==> src/hdl/stream_frame_header_planner_defines.svh <==
// ---------------------------------------------------------------------------
// Stream frame header planner: shared assertion macros
// ---------------------------------------------------------------------------
`ifndef STREAM_FRAME_HEADER_PLANNER_DEFINES_SVH
`define STREAM_FRAME_HEADER_PLANNER_DEFINES_SVH

// Check a property on every rising edge while reset is released.
`define SFHP_ASSERT(label, clk, rstn, prop, msg) \
  label: assert property (@(posedge clk) disable iff (!rstn) prop) else $error(msg);

// Check a property on every rising edge, reset included.
`define SFHP_ASSERT_ALWAYS(label, clk, prop, msg) \
  label: assert property (@(posedge clk) prop) else $error(msg);

`endif

==> src/hdl/sfhp_pkg.sv <==
// ---------------------------------------------------------------------------
// sfhp_pkg
// Types, constants and varint helpers shared by the frame header planner.
// ---------------------------------------------------------------------------
package sfhp_pkg;

  localparam logic [7:0] TYPE_BASE = 8'h08;
  localparam logic [7:0] BIT_FIN   = 8'h01;
  localparam logic [7:0] BIT_LEN   = 8'h02;
  localparam logic [7:0] BIT_OFF   = 8'h04;

  localparam int unsigned QUEUE_DEPTH = 2;

  // Varint length codes
  localparam logic [1:0] VCODE_1 = 2'd0;
  localparam logic [1:0] VCODE_2 = 2'd1;
  localparam logic [1:0] VCODE_4 = 2'd2;
  localparam logic [1:0] VCODE_8 = 2'd3;

  typedef enum logic [2:0] {
    ST_IDLE,
    ST_TYPE,
    ST_SID,
    ST_OFF,
    ST_LEN
  } back_state_e;

  // One planned frame, handed from the front to the back.
  typedef struct packed {
    logic        encoded;
    logic [7:0]  frame_type;
    logic [61:0] sid;
    logic [1:0]  sid_code;
    logic [61:0] off;
    logic        has_off;
    logic [1:0]  off_code;
    logic        use_len;
    logic [1:0]  len_code;
    logic [15:0] payload_len;
    logic        fin;
    logic [4:0]  header_len;
  } plan_t;

  function automatic logic [1:0] varint_code(input logic [61:0] v);
    if (v[61:6] == '0) begin
      return VCODE_1;
    end else if (v[61:14] == '0) begin
      return VCODE_2;
    end else if (v[61:30] == '0) begin
      return VCODE_4;
    end
    return VCODE_8;
  endfunction

  function automatic logic [3:0] len_of(input logic [1:0] code);
    logic [3:0] n;
    case (code)
      VCODE_1: n = 4'd1;
      VCODE_2: n = 4'd2;
      VCODE_4: n = 4'd4;
      default: n = 4'd8;
    endcase
    return n;
  endfunction

  // Varint with its length code, left aligned so the first byte sits on top.
  function automatic logic [63:0] varint_align(input logic [1:0] code, input logic [61:0] v);
    logic [63:0] w;
    case (code)
      VCODE_1: w = {VCODE_1, v[5:0], 56'd0};
      VCODE_2: w = {VCODE_2, v[13:0], 48'd0};
      VCODE_4: w = {VCODE_4, v[29:0], 32'd0};
      default: w = {VCODE_8, v[61:0]};
    endcase
    return w;
  endfunction

endpackage

==> src/hdl/sfhp_queue.sv <==
// ---------------------------------------------------------------------------
// sfhp_queue
// Short plan queue between the planning front and the byte emitting back.
// ---------------------------------------------------------------------------
module sfhp_queue (
  input  logic            clk_i,
  input  logic            rst_ni,
  input  logic            push_i,
  input  sfhp_pkg::plan_t push_plan_i,
  output logic            full_o,
  input  logic            pop_i,
  output logic            head_valid_o,
  output sfhp_pkg::plan_t head_plan_o
);

  localparam int unsigned Depth = sfhp_pkg::QUEUE_DEPTH;
  localparam int unsigned PtrW  = (Depth > 1) ? $clog2(Depth) : 1;
  localparam int unsigned CntW  = $clog2(Depth + 1);

  sfhp_pkg::plan_t mem_q [Depth];
  logic [PtrW-1:0] wr_ptr_q, rd_ptr_q;
  logic [CntW-1:0] cnt_q;

  function automatic logic [PtrW-1:0] ptr_inc(input logic [PtrW-1:0] p);
    return (p == PtrW'(Depth - 1)) ? '0 : p + 1'b1;
  endfunction

  assign full_o       = (cnt_q == CntW'(Depth));
  assign head_valid_o = (cnt_q != '0);
  assign head_plan_o  = mem_q[rd_ptr_q];

  always_ff @(posedge clk_i or negedge rst_ni) begin
    if (!rst_ni) begin
      wr_ptr_q <= '0;
      rd_ptr_q <= '0;
      cnt_q    <= '0;
    end else begin
      if (push_i) begin
        wr_ptr_q <= ptr_inc(wr_ptr_q);
      end
      if (pop_i) begin
        rd_ptr_q <= ptr_inc(rd_ptr_q);
      end
      if (push_i && !pop_i) begin
        cnt_q <= cnt_q + 1'b1;
      end else if (pop_i && !push_i) begin
        cnt_q <= cnt_q - 1'b1;
      end
    end
  end

  always_ff @(posedge clk_i) begin
    if (push_i) begin
      mem_q[wr_ptr_q] <= push_plan_i;
    end
  end

endmodule

==> src/hdl/sfhp_front.sv <==
// ---------------------------------------------------------------------------
// sfhp_front
// Two-stage planner: classify the request, then size payload and header.
// ---------------------------------------------------------------------------
module sfhp_front #(
  parameter int unsigned SPACE_BITS = 16
) (
  input  logic            clk_i,
  input  logic            rst_ni,
  input  logic            in_valid_i,
  output logic            in_stall_o,
  input  logic            func_i,
  input  logic [61:0]     stream_id_i,
  input  logic [61:0]     offset_i,
  input  logic [61:0]     data_len_i,
  input  logic [61:0]     final_size_i,
  input  logic            fin_allowed_i,
  input  logic [15:0]     capacity_i,
  input  logic            q_full_i,
  output logic            push_o,
  output sfhp_pkg::plan_t plan_o
);

  localparam int unsigned CapW = (SPACE_BITS < 16) ? SPACE_BITS : 16;

  // ---- stage A: varint classes, base header size, FIN distance ----
  logic [61:0] off_eff, diff;
  logic [1:0]  sid_code, off_code, dlen_code;
  logic        has_off, fin_small;
  logic [4:0]  base;

  assign off_eff   = func_i ? final_size_i : offset_i;
  assign diff      = final_size_i - offset_i;
  assign sid_code  = sfhp_pkg::varint_code(stream_id_i);
  assign off_code  = sfhp_pkg::varint_code(off_eff);
  assign dlen_code = sfhp_pkg::varint_code(data_len_i);
  assign has_off   = (off_eff != '0);
  assign fin_small = fin_allowed_i && (offset_i <= final_size_i) && (diff[61:16] == '0);
  assign base      = 5'd1 + 5'(sfhp_pkg::len_of(sid_code))
                   + (has_off ? 5'(sfhp_pkg::len_of(off_code)) : 5'd0);

  logic            a_v_q;
  logic            a_func_q, a_fin_ok_q, a_fin_small_q, a_has_off_q, a_dlen_big_q;
  logic [15:0]     a_diff_lo_q, a_dlen_lo_q;
  logic [61:0]     a_sid_q, a_off_q;
  logic [1:0]      a_sid_code_q, a_off_code_q, a_dlen_code_q;
  logic [4:0]      a_base_q;
  logic [CapW-1:0] a_cap_q;

  logic            b_v_q;
  sfhp_pkg::plan_t b_plan_q;

  logic a_adv, b_adv;

  assign b_adv      = !b_v_q || !q_full_i;
  assign a_adv      = !a_v_q || b_adv;
  assign in_stall_o = !a_adv;
  assign push_o     = b_v_q && !q_full_i;
  assign plan_o     = b_plan_q;

  // ---- stage B: payload sizing on 17-bit values ----
  logic [16:0] cap_x, base_x, rem, lb, dlo;
  logic [16:0] mx0, l0, rev0, l1, rev1, mx_fit;
  logic        c_all, c_rest;
  logic        enc, use_len, fin;
  logic [16:0] actual;
  logic [1:0]  len_code;
  logic [7:0]  frame_type;
  sfhp_pkg::plan_t plan_d;

  assign cap_x  = 17'(a_cap_q);
  assign base_x = 17'(a_base_q);
  assign rem    = cap_x - base_x;
  assign lb     = 17'(sfhp_pkg::len_of(a_dlen_code_q));
  assign dlo    = 17'(a_dlen_lo_q);
  assign c_all  = !a_dlen_big_q && (rem >= lb) && (dlo <= rem - lb);
  assign c_rest = a_dlen_big_q || (dlo >= rem);

  // Up to two revisions of the payload for the size of its own Length varint
  assign mx0    = rem - 17'd1;
  assign l0     = 17'(sfhp_pkg::len_of(sfhp_pkg::varint_code(62'(mx0))));
  assign rev0   = (rem > l0) ? rem - l0 : 17'd0;
  assign l1     = 17'(sfhp_pkg::len_of(sfhp_pkg::varint_code(62'(rev0))));
  assign rev1   = (rem > l1) ? rem - l1 : 17'd0;
  assign mx_fit = (rev0 == mx0) ? mx0 : ((rev1 == rev0) ? rev0 : rev1);

  always_comb begin
    enc     = 1'b0;
    use_len = 1'b0;
    fin     = 1'b0;
    actual  = '0;
    if (a_func_q) begin
      enc = a_fin_ok_q && (cap_x >= base_x);
      fin = 1'b1;
    end else if (base_x < cap_x) begin
      if (c_all) begin
        enc     = 1'b1;
        use_len = 1'b1;
        actual  = dlo;
      end else if (c_rest) begin
        enc    = 1'b1;
        actual = rem;
      end else if (rem >= 17'd2 && mx_fit != '0) begin
        enc     = 1'b1;
        use_len = 1'b1;
        actual  = (mx_fit < dlo) ? mx_fit : dlo;
      end
      fin = a_fin_small_q && (17'(a_diff_lo_q) == actual);
    end
  end

  assign len_code   = sfhp_pkg::varint_code(62'(actual));
  assign frame_type = sfhp_pkg::TYPE_BASE
                    | (a_has_off_q ? sfhp_pkg::BIT_OFF : 8'h00)
                    | (use_len ? sfhp_pkg::BIT_LEN : 8'h00)
                    | (fin ? sfhp_pkg::BIT_FIN : 8'h00);

  always_comb begin
    plan_d = '0;
    if (enc) begin
      plan_d.encoded     = 1'b1;
      plan_d.frame_type  = frame_type;
      plan_d.sid         = a_sid_q;
      plan_d.sid_code    = a_sid_code_q;
      plan_d.off         = a_off_q;
      plan_d.has_off     = a_has_off_q;
      plan_d.off_code    = a_off_code_q;
      plan_d.use_len     = use_len;
      plan_d.len_code    = len_code;
      plan_d.payload_len = actual[15:0];
      plan_d.fin         = fin;
      plan_d.header_len  = a_base_q + (use_len ? 5'(sfhp_pkg::len_of(len_code)) : 5'd0);
    end
  end

  always_ff @(posedge clk_i or negedge rst_ni) begin
    if (!rst_ni) begin
      a_v_q <= 1'b0;
      b_v_q <= 1'b0;
    end else begin
      if (a_adv) begin
        a_v_q <= in_valid_i;
      end
      if (b_adv) begin
        b_v_q <= a_v_q;
      end
    end
  end

  always_ff @(posedge clk_i) begin
    if (a_adv && in_valid_i) begin
      a_func_q      <= func_i;
      a_fin_ok_q    <= fin_allowed_i;
      a_fin_small_q <= fin_small;
      a_diff_lo_q   <= diff[15:0];
      a_sid_q       <= stream_id_i;
      a_off_q       <= off_eff;
      a_sid_code_q  <= sid_code;
      a_off_code_q  <= off_code;
      a_has_off_q   <= has_off;
      a_dlen_code_q <= dlen_code;
      a_dlen_big_q  <= (data_len_i[61:16] != '0);
      a_dlen_lo_q   <= data_len_i[15:0];
      a_base_q      <= base;
      a_cap_q       <= capacity_i[CapW-1:0];
    end
    if (b_adv && a_v_q) begin
      b_plan_q <= plan_d;
    end
  end

endmodule

==> src/hdl/sfhp_back.sv <==
// ---------------------------------------------------------------------------
// sfhp_back
// Header byte sequencer: walks type, id, offset and length fields of a plan.
// ---------------------------------------------------------------------------
`include "stream_frame_header_planner_defines.svh"

module sfhp_back (
  input  logic            clk_i,
  input  logic            rst_ni,
  input  logic            head_valid_i,
  input  sfhp_pkg::plan_t head_plan_i,
  output logic            pop_o,
  output logic            out_valid_o,
  input  logic            out_stall_i,
  output logic [7:0]      header_byte_o,
  output logic            last_o,
  output logic            encoded_o,
  output logic [15:0]     payload_len_o,
  output logic            len_present_o,
  output logic            fin_set_o,
  output logic [4:0]      header_len_o
);

  sfhp_pkg::back_state_e state_q, state_d;

  logic [4:0]  tot_q;
  logic [3:0]  fcnt_q, fcnt_d;
  logic [7:0]  type_q;
  logic [63:0] sid_sh_q, off_sh_q, len_sh_q;
  logic [1:0]  sid_code_q, off_code_q, len_code_q;
  logic        has_off_q, use_len_q, enc_q, fin_q;
  logic [15:0] pay_q;
  logic [4:0]  hlen_q;

  logic        out_valid_q, last_q, encoded_q, len_present_q, fin_set_q;
  logic [7:0]  header_byte_q;
  logic [15:0] payload_len_q;
  logic [4:0]  header_len_q;

  logic       out_free, emit, load, last_now;
  logic [7:0] byte_now;

  assign out_free = !out_valid_q || !out_stall_i;
  assign emit     = (state_q != sfhp_pkg::ST_IDLE) && out_free;
  assign last_now = (tot_q == 5'd1);
  assign load     = head_valid_i && ((state_q == sfhp_pkg::ST_IDLE) || (emit && last_now));
  assign pop_o    = load;

  // Next state
  always_comb begin
    state_d = state_q;
    if (emit) begin
      if (last_now) begin
        state_d = sfhp_pkg::ST_IDLE;
      end else begin
        case (state_q)
          sfhp_pkg::ST_TYPE: state_d = sfhp_pkg::ST_SID;
          sfhp_pkg::ST_SID: begin
            if (fcnt_q == 4'd1) begin
              state_d = has_off_q ? sfhp_pkg::ST_OFF : sfhp_pkg::ST_LEN;
            end
          end
          sfhp_pkg::ST_OFF: begin
            if (fcnt_q == 4'd1) begin
              state_d = sfhp_pkg::ST_LEN;
            end
          end
          default: state_d = state_q;
        endcase
      end
    end
    if (load) begin
      state_d = sfhp_pkg::ST_TYPE;
    end
  end

  // Outputs: current byte and field byte count
  always_comb begin
    byte_now = type_q;
    fcnt_d   = fcnt_q;
    case (state_q)
      sfhp_pkg::ST_TYPE: begin
        byte_now = type_q;
        fcnt_d   = sfhp_pkg::len_of(sid_code_q);
      end
      sfhp_pkg::ST_SID: begin
        byte_now = sid_sh_q[63:56];
        if (fcnt_q == 4'd1) begin
          fcnt_d = has_off_q ? sfhp_pkg::len_of(off_code_q) : sfhp_pkg::len_of(len_code_q);
        end else begin
          fcnt_d = fcnt_q - 4'd1;
        end
      end
      sfhp_pkg::ST_OFF: begin
        byte_now = off_sh_q[63:56];
        fcnt_d   = (fcnt_q == 4'd1) ? sfhp_pkg::len_of(len_code_q) : fcnt_q - 4'd1;
      end
      sfhp_pkg::ST_LEN: begin
        byte_now = len_sh_q[63:56];
        fcnt_d   = fcnt_q - 4'd1;
      end
      default: begin
        byte_now = type_q;
        fcnt_d   = fcnt_q;
      end
    endcase
  end

  always_ff @(posedge clk_i or negedge rst_ni) begin
    if (!rst_ni) begin
      state_q     <= sfhp_pkg::ST_IDLE;
      tot_q       <= '0;
      fcnt_q      <= '0;
      out_valid_q <= 1'b0;
    end else begin
      state_q <= state_d;
      if (load) begin
        tot_q <= head_plan_i.encoded ? head_plan_i.header_len : 5'd1;
      end else if (emit) begin
        tot_q  <= tot_q - 5'd1;
        fcnt_q <= fcnt_d;
      end
      if (out_free) begin
        out_valid_q <= emit;
      end
    end
  end

  always_ff @(posedge clk_i) begin
    if (load) begin
      type_q     <= head_plan_i.frame_type;
      sid_sh_q   <= sfhp_pkg::varint_align(head_plan_i.sid_code, head_plan_i.sid);
      off_sh_q   <= sfhp_pkg::varint_align(head_plan_i.off_code, head_plan_i.off);
      len_sh_q   <= sfhp_pkg::varint_align(head_plan_i.len_code, 62'(head_plan_i.payload_len));
      sid_code_q <= head_plan_i.sid_code;
      off_code_q <= head_plan_i.off_code;
      len_code_q <= head_plan_i.len_code;
      has_off_q  <= head_plan_i.has_off;
      use_len_q  <= head_plan_i.use_len;
      enc_q      <= head_plan_i.encoded;
      fin_q      <= head_plan_i.fin;
      pay_q      <= head_plan_i.payload_len;
      hlen_q     <= head_plan_i.header_len;
    end else if (emit) begin
      case (state_q)
        sfhp_pkg::ST_SID: sid_sh_q <= {sid_sh_q[55:0], 8'd0};
        sfhp_pkg::ST_OFF: off_sh_q <= {off_sh_q[55:0], 8'd0};
        sfhp_pkg::ST_LEN: len_sh_q <= {len_sh_q[55:0], 8'd0};
        default: type_q <= type_q;
      endcase
    end
    if (emit) begin
      header_byte_q <= byte_now;
      last_q        <= last_now;
      encoded_q     <= enc_q;
      payload_len_q <= pay_q;
      len_present_q <= use_len_q;
      fin_set_q     <= fin_q;
      header_len_q  <= hlen_q;
    end
  end

  assign out_valid_o   = out_valid_q;
  assign header_byte_o = header_byte_q;
  assign last_o        = last_q;
  assign encoded_o     = encoded_q;
  assign payload_len_o = payload_len_q;
  assign len_present_o = len_present_q;
  assign fin_set_o     = fin_set_q;
  assign header_len_o  = header_len_q;

  `SFHP_ASSERT(a_noenc_single, clk_i, rst_ni, out_valid_q && !encoded_q |-> last_q, "not-encoded result must be last")
  `SFHP_ASSERT_ALWAYS(a_len_state, clk_i, (state_q == sfhp_pkg::ST_LEN) |-> use_len_q, "length field walked without Length")
  `SFHP_ASSERT(a_sid_end, clk_i, rst_ni, emit && (state_q == sfhp_pkg::ST_SID) && (fcnt_q == 4'd1) && !has_off_q && !use_len_q |-> last_now, "id varint end disagrees with byte count")
  `SFHP_ASSERT(a_busy_count, clk_i, rst_ni, (state_q != sfhp_pkg::ST_IDLE) |-> (tot_q != 5'd0), "busy sequencer with no bytes left")

endmodule

==> src/hdl/stream_frame_header_planner.sv <==
// ---------------------------------------------------------------------------
// stream_frame_header_planner
// Plans a QUIC STREAM frame header and streams its bytes out one per beat.
// ---------------------------------------------------------------------------
// Usage:
//   Input channel (in_valid_i / in_stall_o) takes one request: stream id,
//   extent offset and length, final size, FIN permission and packet space.
//   Output channel (out_valid_o / out_stall_i) returns the header bytes in
//   order (type, stream id, offset when nonzero, Length when present), with
//   last_o on the final byte; per-frame fields repeat on every byte. A
//   request that does not fit yields one byte-less result with encoded_o low.
//   A request passes planner stages A and B and the plan queue before its
//   first byte is registered. Throughput: one header byte per cycle while
//   out_stall_i is low; a request holds the sequencer for its header_len
//   bytes (2 to 21), or one byte-less result when it does not fit, which
//   sets the sustained rate. The two-stage planner and two-entry queue take
//   a new request every cycle while in_stall_o is low, during earlier frames.
//   Reset (rst_ni low) empties the planner, queue and output register.
//   A stall on the output holds the current byte; the queue fills and then
//   in_stall_o rises until the sequencer drains a plan.
// ---------------------------------------------------------------------------
module stream_frame_header_planner #(
  parameter int unsigned SPACE_BITS = 16
) (
  input  logic        clk_i,
  input  logic        rst_ni,
  input  logic        in_valid_i,
  output logic        in_stall_o,
  input  logic        func_i,
  input  logic [61:0] stream_id_i,
  input  logic [61:0] offset_i,
  input  logic [61:0] data_len_i,
  input  logic [61:0] final_size_i,
  input  logic        fin_allowed_i,
  input  logic [15:0] capacity_i,
  output logic        out_valid_o,
  input  logic        out_stall_i,
  output logic [7:0]  header_byte_o,
  output logic        last_o,
  output logic        encoded_o,
  output logic [15:0] payload_len_o,
  output logic        len_present_o,
  output logic        fin_set_o,
  output logic [4:0]  header_len_o
);

  // Plans travel front -> queue -> back
  sfhp_pkg::plan_t push_plan, head_plan;
  logic            push, q_full, head_valid, pop;

  // Front: classify the request and size the frame
  sfhp_front #(
    .SPACE_BITS (SPACE_BITS)
  ) u_front (
    .clk_i         (clk_i),
    .rst_ni        (rst_ni),
    .in_valid_i    (in_valid_i),
    .in_stall_o    (in_stall_o),
    .func_i        (func_i),
    .stream_id_i   (stream_id_i),
    .offset_i      (offset_i),
    .data_len_i    (data_len_i),
    .final_size_i  (final_size_i),
    .fin_allowed_i (fin_allowed_i),
    .capacity_i    (capacity_i),
    .q_full_i      (q_full),
    .push_o        (push),
    .plan_o        (push_plan)
  );

  // Decouple planning from byte emission
  sfhp_queue u_queue (
    .clk_i        (clk_i),
    .rst_ni       (rst_ni),
    .push_i       (push),
    .push_plan_i  (push_plan),
    .full_o       (q_full),
    .pop_i        (pop),
    .head_valid_o (head_valid),
    .head_plan_o  (head_plan)
  );

  // Back: emit header bytes through the output register
  sfhp_back u_back (
    .clk_i         (clk_i),
    .rst_ni        (rst_ni),
    .head_valid_i  (head_valid),
    .head_plan_i   (head_plan),
    .pop_o         (pop),
    .out_valid_o   (out_valid_o),
    .out_stall_i   (out_stall_i),
    .header_byte_o (header_byte_o),
    .last_o        (last_o),
    .encoded_o     (encoded_o),
    .payload_len_o (payload_len_o),
    .len_present_o (len_present_o),
    .fin_set_o     (fin_set_o),
    .header_len_o  (header_len_o)
  );

endmodule
==> config.mk <==
export PLATFORM = sky130hd
export DESIGN_NAME = stream_frame_header_planner
export DESIGN_NICKNAME = d
export VERILOG_FILES = /design/src/hdl/sfhp_pkg.sv /design/src/hdl/sfhp_queue.sv /design/src/hdl/sfhp_front.sv /design/src/hdl/sfhp_back.sv /design/src/hdl/stream_frame_header_planner.sv
export VERILOG_INCLUDE_DIRS = /design/src /design/src/hdl
export SDC_FILE = /design/constraint.sdc
export NUM_CORES = 1
export LEC_CHECK = 0
export ABC_AREA = 1
export BUFFER_PORTS_ARGS = -buffer_cell sky130_fd_sc_hd__buf_2
export CAP_MARGIN = 20
export CORE_ASPECT_RATIO = 1.75
export CORE_MARGIN = 5
export CORE_UTILIZATION = 30
export CTS_BUF_LIST = sky130_fd_sc_hd__clkbuf_4 sky130_fd_sc_hd__clkbuf_8
export CTS_CLUSTER_DIAMETER = 100
export DETAILED_ROUTE_END_ITERATION = 8
export MAX_ROUTING_LAYER = met4
export PLACE_DENSITY = 0.49
export SYNTH_ARGS = -nofsm -noshare
export SYNTH_HDL_FRONTEND = slang
export SYNTH_SLANG_ARGS = --single-unit
==> constraint.sdc <==
create_clock -name clk_i -period 10.9 [get_ports clk_i]
set_clock_uncertainty 0.1 [all_clocks]
set_input_delay 2.18 -clock clk_i [delete_from_list [all_inputs] [get_ports clk_i]]
set_output_delay 2.18 -clock clk_i [all_outputs]
set_load 0.005 [all_outputs]
# Yosys cells after proc, flatten, opt, wreduce, memory -nomap -nowiden
# Memories as Yosys holds them, arrays and structs flattened.
# Index checks and enable logic that the tools add are counted.
dict set report word_totals {
  mem_count 1
  mem_bits_rw 326
  in_bits 270
  out_inout_bits 35
  reg_bits 634
}
# memory depth width read_ports rd_ports_with_merged_regs write_ports line_no
set memory_table {}
lappend memory_table {u_queue.mem_q 2 163 1 0 1 sfhp_queue.sv:20} ;# sfhp_pkg::plan_t mem_q [Depth];
dict set report classes {
  magnitude_cmp 10
  add_sub_neg 15
  mux 99
  reduce_logical 76
  n_eq_ne 36
  n_bitwise 5
}
# op count
set op_table {}
lappend op_table {{64-bit two-way mux} 9}
lappend op_table {{64-bit one-hot mux with 3 select lines} 3}
lappend op_table {{17-bit two-way mux} 12}
lappend op_table {{56-bit zero test} 3}
lappend op_table {{163-bit two-way mux} 1}
lappend op_table {{48-bit zero test} 3}
lappend op_table {{4-bit one-hot mux with 3 select lines} 9}
lappend op_table {{32-bit zero test} 3}
lappend op_table {{62-bit less-or-equal comparator} 1}
lappend op_table {{62-bit two-way mux} 1}
lappend op_table {{62-bit nonzero test} 1}
lappend op_table {{62-bit subtractor} 1}
lappend op_table {{17-bit by 4-bit subtractor with 17-bit output} 3}
lappend op_table {{46-bit zero test} 1}
lappend op_table {{46-bit nonzero test} 1}
lappend op_table {{2-bit two-way mux} 20}
lappend op_table {{17-bit == test} 2}
lappend op_table {{17-bit by 4-bit greater-than comparator with 1-bit output} 2}
lappend op_table {{11-bit zero test} 3}
lappend op_table {{2-bit == test, second input constant} 13}
lappend op_table {{1-bit two-way mux} 25}
lappend op_table {{2-bit by 1-bit == test with 1-bit output, second input constant} 12}
lappend op_table {{2-bit zero test} 12}
lappend op_table {{4-bit two-way mux} 6}
lappend op_table {{43 further kinds} 94}

# Depth between registers and ports, before layout
dict set report logic_depth {
  ltp_word 37
  ltp_mapped 81
  mapped_depth_nobuf 78
}

# Hierarchy
# Synthesis repeated with hierarchy kept, for this count alone.
dict set report hier_totals {
  cells_unflattened 4363
  area_unflattened_um2 46684.8
}
# mod instances area_per_inst_um2 cells_each seq_area_each_um2
set modules_own_cells {}
lappend modules_own_cells {sfhp_front 1 22172.5 2590 10380.0}
lappend modules_own_cells {sfhp_back 1 12448.2 1241 8252.9}
lappend modules_own_cells {sfhp_queue 1 12064.1 532 9889.5}

# Worst setup path before layout
# No wires, ideal clock.
dict set report synth_path {
  kind {flip-flop to flip-flop}
  from {reg u_front.a_base_q[0]}
  to {reg u_front.b_plan_q (netlist bit u_front.plan_o[4]) (data pin)}
  t_arrival_ns 8.897
  stages_incl_launch_ff 73
  path_buffers 1
  period_less_slack_ns 9.254
  slack_ns 1.646
  t_required_ns 10.543
  setup_time_ns 0.257
  path_cell_list {edfxtp_1 ha_1 inv_1 fa_1 inv_1 ha_1 nand2_1 nor2_1 nand2_1 nor2_1 nand2_1 nand2_1 nand2_1 nor2_1 nand2_1 nor2_1 inv_1 nor2_1 [37 not listed] nand2_1 nand2_1 nand2_1 nand2_1 nor2_1 inv_2 nand2_1 inv_2 nand2_1 nor2_1 ha_1 fa_1 nand2_1 inv_1 o21ai_0 nand2_1 nand2_1 a21oi_1}
}
dict set report synth_via {
  elab_chain_cells 36
  word_cells_on_any_way 70
  classes_between {add/sub (6); order compare (9); eq/ne (8); mux (32); reduce/logical (15)}
}
# element line_no
set synth_lines {}
lappend synth_lines {{start: declaration} sfhp_front.sv:47} ;# logic [4:0] a_base_q;
lappend synth_lines {{start signal: assignment} sfhp_front.sv:164} ;# a_base_q <= base;
lappend synth_lines {{16-bit by 5-bit subtractor with 17-bit output} sfhp_front.sv:73} ;# assign rem = cap_x - base_x;
lappend synth_lines {{17-bit by 1-bit subtractor with 17-bit output} sfhp_front.sv:80} ;# assign mx0 = rem - 17'd1;
lappend synth_lines {{3-bit zero test} sfhp_pkg.sv:47} ;# end else if (v[61:14] == '0) begin
lappend synth_lines {{2-bit two-way mux} sfhp_pkg.sv:47}
lappend synth_lines {{2-bit two-way mux} sfhp_pkg.sv:45} ;# if (v[61:6] == '0) begin
lappend synth_lines {{2-bit == test (tied with other cells)} sfhp_pkg.sv:57} ;# case (code)
lappend synth_lines {{4-bit one-hot mux with 3 select lines} sfhp_pkg.sv:57}
lappend synth_lines {{17-bit by 4-bit subtractor with 17-bit output or 17-bit by 4-bit greater-than comparator with 1-bit output (tied branches)} sfhp_front.sv:82} ;# assign rev0 = (rem > l0) ? rem - l0 : 17'd0;
lappend synth_lines {{[20 not listed]} -}
lappend synth_lines {{3-bit zero test} sfhp_pkg.sv:47}
lappend synth_lines {{2-bit two-way mux} sfhp_pkg.sv:47}
lappend synth_lines {{2-bit two-way mux} sfhp_pkg.sv:45}
lappend synth_lines {{2-bit == test (tied with other cells)} sfhp_pkg.sv:57}
lappend synth_lines {{4-bit one-hot mux with 3 select lines} sfhp_pkg.sv:57}
lappend synth_lines {{4-bit two-way mux} sfhp_front.sv:120} ;# if (enc) begin
lappend synth_lines {{4-bit two-way mux} sfhp_front.sv:132} ;# plan_d.header_len = a_base_q + (use_len ? 5'(sfhp_pkg::len_of(len_code)) : 5'd0);
lappend synth_lines {{5-bit adder} sfhp_front.sv:132}
lappend synth_lines {{end signal: assignment} sfhp_front.sv:168} ;# b_plan_q <= plan_d;
lappend synth_lines {{end: declaration} sfhp_front.sv:51} ;# sfhp_pkg::plan_t b_plan_q;
# Parallel ways exist; a longest one is shown, timed or not. The select of a mux whose other input is x is not followed.
# A chain may end at the register's enable or synchronous reset.

# Worst setup path after layout
dict set report layout_path {
  from {reg u_front.a_cap_q[0]}
  to {reg u_front.b_plan_q (netlist bit u_front.plan_o[4]) (data pin)}
}
dict set report layout_via {
  elab_chain_cells 36
  word_cells_on_any_way 70
  classes_between {add/sub (6); order compare (9); eq/ne (8); mux (32); reduce/logical (15)}
}
# element line_no
set layout_lines {}
lappend layout_lines {{start: declaration} sfhp_front.sv:48} ;# logic [CapW-1:0] a_cap_q;
lappend layout_lines {{start signal: assignment} sfhp_front.sv:165} ;# a_cap_q <= capacity_i[CapW-1:0];
lappend layout_lines {{16-bit by 5-bit subtractor with 17-bit output} sfhp_front.sv:73}
lappend layout_lines {{17-bit by 1-bit subtractor with 17-bit output} sfhp_front.sv:80}
lappend layout_lines {{3-bit zero test} sfhp_pkg.sv:47}
lappend layout_lines {{2-bit two-way mux} sfhp_pkg.sv:47}
lappend layout_lines {{2-bit two-way mux} sfhp_pkg.sv:45}
lappend layout_lines {{2-bit == test (tied with other cells)} sfhp_pkg.sv:57}
lappend layout_lines {{4-bit one-hot mux with 3 select lines} sfhp_pkg.sv:57}
lappend layout_lines {{17-bit by 4-bit subtractor with 17-bit output or 17-bit by 4-bit greater-than comparator with 1-bit output (tied branches)} sfhp_front.sv:82}
lappend layout_lines {{[20 not listed]} -}
lappend layout_lines {{3-bit zero test} sfhp_pkg.sv:47}
lappend layout_lines {{2-bit two-way mux} sfhp_pkg.sv:47}
lappend layout_lines {{2-bit two-way mux} sfhp_pkg.sv:45}
lappend layout_lines {{2-bit == test (tied with other cells)} sfhp_pkg.sv:57}
lappend layout_lines {{4-bit one-hot mux with 3 select lines} sfhp_pkg.sv:57}
lappend layout_lines {{4-bit two-way mux} sfhp_front.sv:120}
lappend layout_lines {{4-bit two-way mux} sfhp_front.sv:132}
lappend layout_lines {{5-bit adder} sfhp_front.sv:132}
# Parallel ways exist; a longest one is shown, timed or not. The select of a mux whose other input is x is not followed.

==> impl_metrics.ini <==
[worst_setup_path]
crit_type = reg2reg
cp_common_cell = nand2_1
critPathTopFamily = simple AND/OR/NAND/NOR gates
start_kind = flop
worstPathMaxFanout = 11
critPathMaxStageDelay_ps = 380
end_kind = flop
critPathBufInv = 18
cp_data_arrival_time_ps = 10430
critical_path_required_ps = 11470
cp_slowest_cell = fa_2

[yosys]
synth-edff-count = 913
yosysWarnings = 0
ys_types = 68
synth_seq_area_share = 0.618
synth_nets = 4852
ys_ff_latch = 932
synthCells = 4444
async_flop_share = 0.0204
synth_area_per_cell_um2 = 10.2
syn_area_um2 = 45200
synthFlopType = edfxtp_1

[power]
ir_worst_vdd_uv = 170
clkPwrFrac = 0.206
p_comb_frac = 0.336
cellInternalPower_mw = 8.78
power_density_nw_per_um2 = 267
seqPwrFrac = 0.459
switchingPower_mw = 5.40
power.leakage_nw = 22.2
netSwitchingFraction = 0.381

[layout]
fillers = 15300
layout_common_cells = nand2_1 (1094), edfxtp_1 (913), inv_1 (555)
area_delta_synth_final_pct = 17.8
ff_latch_area_um2 = 27900
drive_gt1_frac = 0.171
final_common_cell = nand2_1
finalCoreUtilization = 0.355
fin_nets = 5370
multi_input_area_um2 = 14700

[route]
drt_iter0_drc = 2042
via_per_inst = 4.63
vias = 32800
drc = 0
dr.pass1.iters = 5
avgRoutedWirePerCell_um = 19.9
postRouteAntennaNets = 0
routed_wl_mm = 141

[floorplan]
die-width_um = 303
num_rows = 188
start_util = 0.301
chipHeight_um = 523
ios = 305
fp.coreArea_um2 = 150000
die-area_um2 = 159000

[global_route]
grt_pass1_vias = 33600
grtUsageTotal = 0.181
antenna_found_initial = 4
grt_max_degree = 93
overflow = 0
grt_pass1_wl_mm = 211

[clock_network]
ctsLongestPathBuffers = 3
cts_hold_buf = 0
htreeDepth = 4
insertion_delay_ps = 840
clock_sinks = 932
cts_tree = done
clk_pin_slew_ps = 60
cts_buffers = 144
cts_root_buffer = clkbuf_8

[timing]
period_share = 0.905
fmax_mhz = 101
slew_headroom = 0.263
worst_slew_pin_slew_ps = 1100
whs_ps = 318
hold_viol = 0
final.setup.tns_ps = 0
maxSlewViolCount = 0
fin_ws_ps = 1040
period_needed_ps = 9860
setup_viol = 0

[place]
pre_cts_slack_ps = 532
io_buffers = 304
hpwl_mm = 107
place_congestion = 0.950

[run]
maxCapViolCount = 0

[outcome]
outcome = complete, no violations

[worst_hold_path]
worstHoldPathType = reg2reg
-- kinds of logic (layout without fill, tap and decap cells) --
group	count (synthesis)	count (layout)	share of synthesized area
compound gates	603	603	0.0792
xor+xnor	80	80	0.0157
buf+inv	708	1341	0.0606
simple gates	1962	1962	0.183
other cells	1	3	0.0000830
mux	20	20	0.00443
flops	932	932	0.618
fa+ha+maj	138	138	0.0394
-- power groups by stage --
stage | Clock (mW) | Sequential (mW) | Combinational, mW
global route | 3.19 | 6.64 | 5.32
global placement | 0 | 6.56 | 4.83
finish | 2.92 | 6.51 | 4.76
CTS | 3.03 | 6.53 | 4.87
detailed placement | 0 | 6.59 | 4.86
floorplan | 0 | 6.58 | 2.96
-- metrics by stage --
stage / total power [mW] / instance area, um2 / instances
floorplan: 9.53 / 45200 / 4444
global placement: 11.4 / 50200 / 6809
detailed placement: 11.4 / 50300 / 6810
CTS: 14.4 / 53100 / 7071
global route: 15.1 / 53200 / 7074
finish: 14.2 / 53200 / 7074
-- routing by layer --
metal	vias up	GRT usage	part of all wire	routed length, um
met5	-	-	0	0
met4	0	0.0548	0.030	4190
met3	186	0.0245	0.035	4950
met2	761	0.317	0.51	72500
met1	15700	0.219	0.42	59200
li1	16100	-	-	-
-- cell type report --
cell class,count,share of cell area
Timing Repair Buffer,508,0.0583
Tap cell,1995,0.0469
Antenna cell,2,0.0000941
Clock buffer,193,0.0442
Sequential cell,932,0.524
Inverter,572,0.0407
Clock inverter,68,0.00922
Multi-Input combinational cell,2804,0.276
-- synthesized netlist by cell type, drive strengths merged (4+ instances only) --
| library cell | number | share of area |
|---|---|---|
| a211oi | 9 | 0.0015 |
| a21boi | 5 | 0.00083 |
| a21oi | 188 | 0.022 |
| a221oi | 4 | 0.00078 |
| a22o | 8 | 0.0016 |
| a22oi | 5 | 0.00083 |
| a31oi | 47 | 0.0065 |
| a32o | 16 | 0.0035 |
| buf | 40 | 0.0051 |
| clkbuf | 96 | 0.0080 |
| dfrtp | 19 | 0.011 |
| edfxtp | 913 | 0.61 |
| fa | 7 | 0.0031 |
| ha | 131 | 0.036 |
| inv | 571 | 0.047 |
| mux2i | 20 | 0.0044 |
| nand2 | 1123 | 0.096 |
| nand3 | 145 | 0.017 |
| nand3b | 16 | 0.0027 |
| nand4 | 56 | 0.0084 |
| nor2 | 521 | 0.045 |
| nor3 | 25 | 0.0030 |
| nor4 | 47 | 0.0065 |
| o2111ai | 6 | 0.0013 |
| o211ai | 27 | 0.0045 |
| o21a | 13 | 0.0022 |
| o21ai | 215 | 0.024 |
| o21bai | 9 | 0.0015 |
| o221ai | 6 | 0.0012 |
| o22ai | 11 | 0.0015 |
| o31ai | 19 | 0.0032 |
| o41ai | 4 | 0.00078 |
| or2 | 21 | 0.0029 |
| xnor2 | 23 | 0.0046 |
| xor2 | 57 | 0.011 |
-- path summary, 6_finish.rpt --
| kind | end | startpoint | slack (ps) | depth (start not counted) |
|---|---|---|---|---|
| max in group asynchronous | u_queue.rd_ptr_q | rst_ni | 9100 | 1 |
| worst max-delay path | u_front.plan_o[4] | u_front.a_cap_q[0] | 1040 | 77 |
| worst max register to register | u_front.plan_o[4] | u_front.a_cap_q[0] | 1040 | 77 |
| min in group asynchronous | u_back.state_q[2] | rst_ni | 1220 | 1 |
| worst min register to register | u_back.payload_len_o[6] | u_back.pay_q[6] | 320 | 0 |
| worst min-delay path | u_back.payload_len_o[6] | u_back.pay_q[6] | 320 | 0 |
-- repair_timing --
action | in CTS | in global routing
setup endpoints to repair | 0 | 5
resized for setup | 0 | 24
buffers inserted | 0 | 1
-- state kept, by name, indices dropped and copies added (netlist names), 5 cells and up --
register / cells
u_back.header_byte_o: 8
u_back.header_len_o: 5
u_back.hlen_q: 5
u_back.len_sh_q: 64
u_back.off_sh_q: 64
u_back.pay_q: 16
u_back.payload_len_o: 16
u_back.sid_sh_q: 64
u_back.tot_q: 5
u_front.a_base_q: 5
u_front.a_cap_q: 16
u_front.a_diff_lo_q: 16
u_front.a_dlen_lo_q: 16
u_front.a_off_q: 62
u_front.a_sid_q: 62
u_front.plan_o: 156
u_queue.mem_q: 312
Power figures use the tool's default switching activity.
